`src/rtl/core/fdt_tok_pkg.sv`:
```
// ----------------------------------------------------------------------------
// fdt_tok_pkg
// shared types and constants for the device-tree structure block tokenizer
// ----------------------------------------------------------------------------
`default_nettype none

package fdt_tok_pkg;

   localparam int WORD_W   = 32;
   localparam int DEPTH_W  = 6;
   localparam int EVENT_W  = 3;
   localparam int DWL_W    = 31;                    // ceil(2^32-1 / 4) needs 31 bits

   localparam logic [DEPTH_W-1:0] MAX_DEPTH = 6'd63;

   // event queue between front and back
   localparam int QDEPTH = 4;
   localparam int QPTR_W = $clog2(QDEPTH);
   localparam int QCNT_W = $clog2(QDEPTH + 1);

   // structure block tokens
   localparam logic [WORD_W-1:0] TOK_BEGIN_NODE = 32'h0000_0001;
   localparam logic [WORD_W-1:0] TOK_END_NODE   = 32'h0000_0002;
   localparam logic [WORD_W-1:0] TOK_PROP       = 32'h0000_0003;
   localparam logic [WORD_W-1:0] TOK_NOP        = 32'h0000_0004;
   localparam logic [WORD_W-1:0] TOK_END        = 32'h0000_0009;

   localparam logic [WORD_W-1:0] WORD_BYTES = 32'd4;

   // event codes
   localparam logic [EVENT_W-1:0] EV_BEGIN_NODE = 3'd0;
   localparam logic [EVENT_W-1:0] EV_NAME       = 3'd1;
   localparam logic [EVENT_W-1:0] EV_END_NODE   = 3'd2;
   localparam logic [EVENT_W-1:0] EV_PROP       = 3'd3;
   localparam logic [EVENT_W-1:0] EV_PROP_DATA  = 3'd4;
   localparam logic [EVENT_W-1:0] EV_NOP        = 3'd5;
   localparam logic [EVENT_W-1:0] EV_END        = 3'd6;
   localparam logic [EVENT_W-1:0] EV_BAD_TOKEN  = 3'd7;

   typedef struct packed {
      logic [EVENT_W-1:0] event_res;
      logic [WORD_W-1:0]  value;
      logic [WORD_W-1:0]  prop_length;
      logic [WORD_W-1:0]  name_offset;
      logic               last;
      logic [DEPTH_W-1:0] depth;
   } fdt_tok_event_type;

   typedef struct packed {
      logic full;
      logic empty;
   } fdt_tok_qstat_type;

endpackage

`default_nettype wire

```
`src/rtl/core/fdt_tok_front.sv`:
```
// ----------------------------------------------------------------------------
// fdt_tok_front
// request side: token classification, phase tracking, depth and byte count
// ----------------------------------------------------------------------------
`default_nettype none

module fdt_tok_front
   import fdt_tok_pkg::*;
(
   input  wire logic                  clock,
   input  wire logic                  reset,
   input  wire logic                  csr_wr_en,
   input  wire logic [WORD_W-1:0]     csr_wr_data,
   input  wire logic                  req_valid,
   output logic                       req_ready,
   input  wire logic [WORD_W-1:0]     req_word,
   input  wire logic                  req_first,
   input  wire fdt_tok_qstat_type     qstat,
   output logic                       push,
   output fdt_tok_event_type          push_event
);

   localparam logic [2:0] PH_TOKEN = 3'd0;
   localparam logic [2:0] PH_NAME  = 3'd1;
   localparam logic [2:0] PH_PLEN  = 3'd2;
   localparam logic [2:0] PH_POFF  = 3'd3;
   localparam logic [2:0] PH_DATA  = 3'd4;
   localparam logic [2:0] PH_STOP  = 3'd5;

   logic [2:0]         phase_ff,  phase_in,  phase_eff;
   logic [WORD_W-1:0]  bytes_ff,  bytes_in,  bytes_eff;
   logic [DEPTH_W-1:0] depth_ff,  depth_in,  depth_eff;
   logic [DWL_W-1:0]   dwl_ff,    dwl_in,    dwl_eff;
   logic [WORD_W-1:0]  held_ff,   held_in,   held_eff;
   logic [WORD_W-1:0]  limit_ff,  limit_in;

   logic [WORD_W:0]    bytes_sum;
   logic [WORD_W-1:0]  bytes_inc;
   logic [WORD_W:0]    words_sum;
   logic [DWL_W-1:0]   dwl_dec;
   logic               zero_byte;
   logic               take;

   assign req_ready = ~qstat.full;
   assign take      = req_valid & req_ready;

   // first word of a block restarts the parse
   assign phase_eff = req_first ? PH_TOKEN : phase_ff;
   assign bytes_eff = req_first ? '0 : bytes_ff;
   assign depth_eff = req_first ? '0 : depth_ff;
   assign dwl_eff   = req_first ? '0 : dwl_ff;
   assign held_eff  = req_first ? '0 : held_ff;

   // byte count saturates at all ones
   assign bytes_sum = {1'b0, bytes_eff} + {1'b0, WORD_BYTES};
   assign bytes_inc = bytes_sum[WORD_W] ? '1 : bytes_sum[WORD_W-1:0];

   assign words_sum = {1'b0, held_eff} + (WORD_W+1)'(3);
   assign dwl_dec   = (dwl_eff != '0) ? dwl_eff - DWL_W'(1) : dwl_eff;

   assign zero_byte = (req_word[31:24] == 8'h00) || (req_word[23:16] == 8'h00) ||
                      (req_word[15:8]  == 8'h00) || (req_word[7:0]   == 8'h00);

   assign limit_in = csr_wr_en ? csr_wr_data : limit_ff;

   always_comb begin
      phase_in   = phase_ff;
      bytes_in   = bytes_ff;
      depth_in   = depth_ff;
      dwl_in     = dwl_ff;
      held_in    = held_ff;
      push       = 1'b0;
      push_event = '0;
      if (take) begin
         phase_in = phase_eff;
         bytes_in = bytes_eff;
         depth_in = depth_eff;
         dwl_in   = dwl_eff;
         held_in  = held_eff;
         unique case (phase_eff)
            PH_TOKEN: begin
               if (bytes_eff >= limit_ff) begin
                  phase_in = PH_STOP;
               end else begin
                  bytes_in = bytes_inc;
                  push     = 1'b1;
                  unique case (req_word)
                     TOK_BEGIN_NODE: begin
                        if (depth_eff < MAX_DEPTH) depth_in = depth_eff + DEPTH_W'(1);
                        phase_in             = PH_NAME;
                        push_event.event_res = EV_BEGIN_NODE;
                     end
                     TOK_END_NODE: begin
                        if (depth_eff != '0) depth_in = depth_eff - DEPTH_W'(1);
                        push_event.event_res = EV_END_NODE;
                     end
                     TOK_PROP: begin
                        phase_in = PH_PLEN;
                        push     = 1'b0;
                     end
                     TOK_NOP: begin
                        push_event.event_res = EV_NOP;
                     end
                     TOK_END: begin
                        phase_in             = PH_STOP;
                        push_event.event_res = EV_END;
                     end
                     default: begin
                        phase_in             = PH_STOP;
                        push_event.event_res = EV_BAD_TOKEN;
                        push_event.value     = req_word;
                     end
                  endcase
               end
            end
            PH_NAME: begin
               bytes_in             = bytes_inc;
               push                 = 1'b1;
               push_event.event_res = EV_NAME;
               push_event.value     = req_word;
               push_event.last      = zero_byte;
               if (zero_byte) phase_in = PH_TOKEN;
            end
            PH_PLEN: begin
               bytes_in = bytes_inc;
               held_in  = req_word;
               phase_in = PH_POFF;
            end
            PH_POFF: begin
               bytes_in               = bytes_inc;
               dwl_in                 = words_sum[WORD_W:2];
               phase_in               = (words_sum[WORD_W:2] == '0) ? PH_TOKEN : PH_DATA;
               push                   = 1'b1;
               push_event.event_res   = EV_PROP;
               push_event.prop_length = held_eff;
               push_event.name_offset = req_word;
            end
            PH_DATA: begin
               bytes_in             = bytes_inc;
               dwl_in               = dwl_dec;
               push                 = 1'b1;
               push_event.event_res = EV_PROP_DATA;
               push_event.value     = req_word;
               push_event.last      = (dwl_dec == '0);
               if (dwl_dec == '0) phase_in = PH_TOKEN;
            end
            default: begin
               phase_in = PH_STOP;
            end
         endcase
      end
      push_event.depth = depth_in;
   end

   always_ff @(posedge clock) begin
      if (reset) begin
         phase_ff <= PH_TOKEN;
         bytes_ff <= '0;
         depth_ff <= '0;
         dwl_ff   <= '0;
         held_ff  <= '0;
         limit_ff <= '1;
      end else begin
         phase_ff <= phase_in;
         bytes_ff <= bytes_in;
         depth_ff <= depth_in;
         dwl_ff   <= dwl_in;
         held_ff  <= held_in;
         limit_ff <= limit_in;
      end
   end

endmodule

`default_nettype wire

```
`src/rtl/core/fdt_tok_queue.sv`:
```
// ----------------------------------------------------------------------------
// fdt_tok_queue
// short event queue between the front and the back
// ----------------------------------------------------------------------------
`default_nettype none

module fdt_tok_queue
   import fdt_tok_pkg::*;
(
   input  wire logic               clock,
   input  wire logic               reset,
   input  wire logic               push,
   input  wire fdt_tok_event_type  push_event,
   input  wire logic               pop,
   output fdt_tok_event_type       head_event,
   output fdt_tok_qstat_type       qstat
);

   fdt_tok_event_type  slot_ff [QDEPTH];
   logic [QPTR_W-1:0]  wr_ptr_ff, wr_ptr_in;
   logic [QPTR_W-1:0]  rd_ptr_ff, rd_ptr_in;
   logic [QCNT_W-1:0]  count_ff,  count_in;
   logic               do_push, do_pop;

   assign qstat.full  = (count_ff == QCNT_W'(QDEPTH));
   assign qstat.empty = (count_ff == '0);

   assign do_push = push & ~qstat.full;
   assign do_pop  = pop & ~qstat.empty;

   assign head_event = slot_ff[rd_ptr_ff];

   assign wr_ptr_in = do_push ? wr_ptr_ff + QPTR_W'(1) : wr_ptr_ff;
   assign rd_ptr_in = do_pop  ? rd_ptr_ff + QPTR_W'(1) : rd_ptr_ff;

   always_comb begin
      count_in = count_ff;
      if (do_push && !do_pop)      count_in = count_ff + QCNT_W'(1);
      else if (do_pop && !do_push) count_in = count_ff - QCNT_W'(1);
   end

   always_ff @(posedge clock) begin
      if (do_push) slot_ff[wr_ptr_ff] <= push_event;
   end

   always_ff @(posedge clock) begin
      if (reset) begin
         wr_ptr_ff <= '0;
         rd_ptr_ff <= '0;
         count_ff  <= '0;
      end else begin
         wr_ptr_ff <= wr_ptr_in;
         rd_ptr_ff <= rd_ptr_in;
         count_ff  <= count_in;
      end
   end

endmodule

`default_nettype wire

```
`src/rtl/core/fdt_tok_back.sv`:
```
// ----------------------------------------------------------------------------
// fdt_tok_back
// response side: output register fed from the event queue
// ----------------------------------------------------------------------------
`default_nettype none

module fdt_tok_back
   import fdt_tok_pkg::*;
(
   input  wire logic                  clock,
   input  wire logic                  reset,
   input  wire fdt_tok_qstat_type     qstat,
   input  wire fdt_tok_event_type     head_event,
   output logic                       pop,
   output logic                       rsp_valid,
   input  wire logic                  rsp_ready,
   output logic [EVENT_W-1:0]         rsp_event_res,
   output logic [WORD_W-1:0]          rsp_value,
   output logic [WORD_W-1:0]          rsp_prop_length,
   output logic [WORD_W-1:0]          rsp_name_offset,
   output logic                       rsp_last,
   output logic [DEPTH_W-1:0]         rsp_depth
);

   logic              valid_ff, valid_in;
   fdt_tok_event_type out_ff;

   // refill whenever the register is empty or being drained
   assign pop      = ~qstat.empty & (~valid_ff | rsp_ready);
   assign valid_in = pop | (valid_ff & ~rsp_ready);

   always_ff @(posedge clock) begin
      if (pop) out_ff <= head_event;
   end

   always_ff @(posedge clock) begin
      if (reset) valid_ff <= 1'b0;
      else       valid_ff <= valid_in;
   end

   assign rsp_valid       = valid_ff;
   assign rsp_event_res   = out_ff.event_res;
   assign rsp_value       = out_ff.value;
   assign rsp_prop_length = out_ff.prop_length;
   assign rsp_name_offset = out_ff.name_offset;
   assign rsp_last        = out_ff.last;
   assign rsp_depth       = out_ff.depth;

endmodule

`default_nettype wire

```
`src/rtl/core/fdt_struct_block_tokenizer.sv`:
```
// ----------------------------------------------------------------------------
// fdt_struct_block_tokenizer
// flattened device tree structure block tokenizer; while the event queue has room, one word per cycle
// ----------------------------------------------------------------------------
// usage
//   request channel (req_valid/req_ready): one big-endian 32-bit word of the
//   structure block per request; req_first marks the first word of a block
//   and restarts the parse (depth, byte count and phase cleared)
//   response channel (rsp_valid/rsp_ready): zero or one event per request,
//   in request order; words such as the property token and the length word
//   and anything after the stop give no event
//   csr_wr_en/csr_wr_data: byte limit, write only while idle
// timing
//   an event is written into the queue at the edge that accepts its
//   request and moved into the output register, which drives rsp_*,
//   once that register is empty or being drained
//   throughput is one request per cycle, set by the phase update in the
//   front that handles each word as it is accepted; req_ready only drops
//   when the 4-entry event queue is full
// reset
//   synchronous; parse state cleared, byte limit set to all ones, queue and
//   output register emptied
// stall
//   a held response stays in the output register, the queue fills behind it,
//   then req_ready goes low until the receiver drains
// ----------------------------------------------------------------------------
`default_nettype none

module fdt_struct_block_tokenizer
   import fdt_tok_pkg::*;
(
   input  wire logic                  clock,
   input  wire logic                  reset,
   // configuration
   input  wire logic                  csr_wr_en,
   input  wire logic [WORD_W-1:0]     csr_wr_data,
   // request channel
   input  wire logic                  req_valid,
   output logic                       req_ready,
   input  wire logic [WORD_W-1:0]     req_word,
   input  wire logic                  req_first,
   // response channel
   output logic                       rsp_valid,
   input  wire logic                  rsp_ready,
   output logic [EVENT_W-1:0]         rsp_event_res,
   output logic [WORD_W-1:0]          rsp_value,
   output logic [WORD_W-1:0]          rsp_prop_length,
   output logic [WORD_W-1:0]          rsp_name_offset,
   output logic                       rsp_last,
   output logic [DEPTH_W-1:0]         rsp_depth
);

   fdt_tok_qstat_type qstat;
   fdt_tok_event_type push_event;
   fdt_tok_event_type head_event;
   logic              push;
   logic              pop;

   // front: classifies each word and updates the parse state
   fdt_tok_front u_front (
      .clock       (clock),
      .reset       (reset),
      .csr_wr_en   (csr_wr_en),
      .csr_wr_data (csr_wr_data),
      .req_valid   (req_valid),
      .req_ready   (req_ready),
      .req_word    (req_word),
      .req_first   (req_first),
      .qstat       (qstat),
      .push        (push),
      .push_event  (push_event)
   );

   // decouples request acceptance from response backpressure
   fdt_tok_queue u_queue (
      .clock      (clock),
      .reset      (reset),
      .push       (push),
      .push_event (push_event),
      .pop        (pop),
      .head_event (head_event),
      .qstat      (qstat)
   );

   // back: output register toward the receiver
   fdt_tok_back u_back (
      .clock           (clock),
      .reset           (reset),
      .qstat           (qstat),
      .head_event      (head_event),
      .pop             (pop),
      .rsp_valid       (rsp_valid),
      .rsp_ready       (rsp_ready),
      .rsp_event_res   (rsp_event_res),
      .rsp_value       (rsp_value),
      .rsp_prop_length (rsp_prop_length),
      .rsp_name_offset (rsp_name_offset),
      .rsp_last        (rsp_last),
      .rsp_depth       (rsp_depth)
   );

endmodule

`default_nettype wire

```
`config.mk`:
```
export PLATFORM = sky130hd
export DESIGN_NAME = fdt_struct_block_tokenizer
export DESIGN_NICKNAME = d
export VERILOG_FILES = /design/src/rtl/core/fdt_tok_pkg.sv /design/src/rtl/core/fdt_tok_front.sv /design/src/rtl/core/fdt_tok_queue.sv /design/src/rtl/core/fdt_tok_back.sv /design/src/rtl/core/fdt_struct_block_tokenizer.sv
export SDC_FILE = /design/constraint.sdc
export NUM_CORES = 1
export LEC_CHECK = 0
export ABC_AREA = 1
export BUFFER_PORTS_ARGS = -buffer_cell sky130_fd_sc_hd__buf_2
export CORE_MARGIN = 3
export CORE_UTILIZATION = 30
export DETAILED_ROUTE_END_ITERATION = 10
export PLACE_DENSITY_LB_ADDON = 0.2
export SETUP_SLACK_MARGIN = 0.3
export SYNTH_ARGS = -nofsm -noshare
export SYNTH_HDL_FRONTEND = slang
export SYNTH_SLANG_ARGS = --single-unit
```
`constraint.sdc`:
```
create_clock -name clock -period 7.4 [get_ports clock]
set_input_delay 0.74 -clock clock [delete_from_list [all_inputs] [get_ports clock]]
set_output_delay 0.74 -clock clock [all_outputs]
set_load 0.02 [all_outputs]
```
==> metrics.md <==
| Metric | Value |
|---|---|
| Sequential share of the synthesized area | `0.595` |
| Compound-Gate Fraction of Synth Area | `0.141` |
| Core Footprint | `104000 sq um` |
| Post-DP HPWL | `63800 um` |
| NumNets Final | `3577` |
| Setup WS pre-CTS | `1300 ps` |
| Max_cap viols | `0` |
| WL met3 | `5890 um` |
| Post-synthesis register bit count | `674` |
| Minimum clock period after layout | `5420 ps` |
| Most frequent cells in the layout | `edfxtp_1, nand2_1, nor2_1` |
| Main combinational cell family by area after synthesis | `simple AND/OR/NAND/NOR gates` |
| Critical Path Sink Type | `register` |
| Post-CTS setup buffer count | `0` |
| Hold Path Class | `in2reg` |
| P per Cell Area | `351 nW/um^2` |
| Antenna violations before repair | `1` |
| Worst EP arrival | `5730 ps` |
| First-pass iteration count of the detailed router | `7` |
| Unrepaired setup endpoints after global routing | `no` |
| Die Ht | `330 um` |
| Placed Instances | `4765` |
| Cell Rows | `118` |
| Max IR drop VDD | `0.189 mV` |
| Largest net degree at the start of global routing | `118` |
| Main synth FF type | `edfxtp_1` |
| Adder-cell share of the synthesized area | `0.0169` |
| Final Max Tran Viols | `0` |
| Syn_nets | `3458` |
| Share of cells above drive strength 1 | `0.124` |
| Final Worst Setup Slack | `1980 ps` |
| Vias post-DR | `24600` |
| Synth Area per Inst | `9.44 sq um` |
| Drt drc | `0` |
| Post-CTS Hold Buffers | `0` |
| Starting Density | `0.304` |
| Hold depth | `3` |
| Synth Area in XOR/XNOR | `0.00555` |
| Static Leak | `13.9 nW` |
| Critical Path Fanout Max | `39` |
| Reg2reg path depth | `13` |
| Clock Skew | `25.7 ps` |
| Grt total ovfl | `0` |
| Simple-gate area share of the yosys netlist | `0.179` |
| Num CTS Buffers | `78` |
| Metal-1 WL | `44000 um` |
| Commonest non-fill, non-tap cell in the layout | `edfxtp_1` |
| Fill cells | `10600` |
| Clock Root Buffer | `clkbuf_16` |
| Gr usage total | `0.176` |
| Sink Count | `674` |
| First-pass GRT wire length | `147000 um` |
| Setup TNS after final layout | `0 ps` |
| Mux contribution to synthesized area | `0` |
| Syn Std Cell Area | `31600 sq um` |
| IO Port Bufs | `177` |
| Via/cell ratio | `5.02` |
| # resized after CTS | `0` |
| Startpoint Class | `primary input` |
| Drt initial violations | `2067` |
| Vias in the first global route | `23400` |
| Synth top area share | `0.504` |
| Post-Synthesis Cells | `3346` |
| Largest cells by area after synthesis | `edfxtp_1, dfxtp_1, o21ai_0, nand2_1, nor2_1` |
| H-tree level count | `3` |
| Worst hold margin | `319 ps` |
| Die ar. | `109000 sq um` |
| Worst Path Required | `7710 ps` |
| CTS tree | `yes` |
| # setup viols final | `0` |
| Post-Route WL | `97800 um` |
| Clock Tree Buf Depth | `3` |
| Worst relative slew slack | `0.294` |
| Routability cong. | `0.921` |
| Top sig layer | `met4` |
| Die outline width | `330 um` |
| Post-synth EDFFs | `530` |
| Fmax achieved | `0.185 GHz` |
| Final cell count without fillers | `4906` |
| Worst-Skew Late Latency | `640 ps` |
| Fin crit share | `0.732` |
| Critical path class | `in2reg` |
| Ys Warns | `0` |
| Status | `complete, no violations` |
| Layout area overhead | `15.4%` |
| Met2 routed WL | `45000 um` |
| ANT nets after route | `0` |
| Ports | `178` |
| Worst Tran Pin Value | `1060 ps` |
| Worst-path clk slew | `60 ps` |
| Tot Pwr | `12.8 mW` |
| Area leader, netlist | `edfxtp_1` |
| Routed wire per std cell | `19.9 um` |
| Count of cell types in the netlist | `51` |
| Final Hold Viols | `0` |
| Ys async rst share | `0` |
[where the power goes]
group | total (mW) | switching [mW] | internal (mW) | leakage (nW)
logic | 3.62 | 2.66 | 0.967 | 6.57
registers | 5.29 | 0.280 | 5.01 | 6.10
clock network | 3.88 | 1.60 | 2.28 | 1.23
total | 12.8 | 4.54 | 8.26 | 13.9
[cell families (layout without fill, tap and decap cells)]
group	Yosys count	after routing
fa+ha+maj	42	42
flops	674	674
compound gates	800	800
xor+xnor	20	20
simple gates	1305	1305
other cells	0	2
buf+inv	505	683
[worst paths after layout]
kind / from / endpoint / slack, ps
setup / recovery: req_first / u_queue.slot_ff[1][47] / 1980
hold / removal: csr_wr_data[30] / u_front.limit_ff[30] / 320
setup reg to reg: u_front.bytes_ff[17] / u_queue.slot_ff[1][47] / 2580
hold reg to reg: u_front.phase_ff[1] / u_front.phase_ff[1] / 470
[worst max-delay path: stages]
cell and delay [ps]:
buf_2 580, inv_6 330, nand2_1 310, inv_1 110
ha_1 280, nand2_1 70, o21ai_0 90, nand2_1 80
o211ai_1 90, nor2_1 540, nand3_2 570, o21ai_0 400
nand2_1 350, nor2_4 750, buf_12 340
[cell usage after synthesis, drive strengths merged, types with 8 or more instances]
| cell | n |
|---|---|
| o211ai | 44 |
| xor2 | 12 |
| a21oi | 152 |
| ha | 41 |
| nor2 | 489 |
| nand3 | 117 |
| buf | 41 |
| o22ai | 116 |
| o21ai | 437 |
| dfxtp | 144 |
| o221ai | 17 |
| edfxtp | 530 |
| nor3 | 131 |
| xnor2 | 8 |
| nand2 | 512 |
| inv | 329 |
| nand4 | 45 |
| clkbuf | 132 |
[metal layers]
metal  vias up  track usage
li1      11900            -
met1     11800        0.241
met2       777        0.285
met3       153       0.0279
met4         0       0.0539
met5         -            0
[sequential cells by signal, summed over array words and instances (netlist names), 31 cells and up]
| name | count |
|---|---|
| u_back.rsp_name_offset | 32 |
| u_queue.slot_ff | 424 |
| u_front.bytes_ff | 32 |
| u_back.rsp_prop_length | 32 |
| u_front.dwl_ff | 31 |
| u_front.limit_ff | 32 |
| u_front.held_ff | 32 |
| u_back.rsp_value | 32 |
[layout make-up]
type	count	area, sq um	share of cell area
diodes	2	5.00	0.000137
clock buffers	101	2080	0.0571
clock inverters	38	482	0.0132
inverters	332	1260	0.0345
multi-input cells	2167	10900	0.298
flip-flops and latches	674	18800	0.516
well taps	1380	1730	0.0474
repair buffers	212	1240	0.0339
[metrics by stage]
stage	utilization	cell area [sq um]
3_3_place_gp	0.326	33900
6_report	0.351	36400
4_1_cts	0.351	36400
2_1_floorplan	-	31600
5_1_grt	0.351	36400
3_5_place_dp	0.326	33900
(Power assumes the default switching activity.)
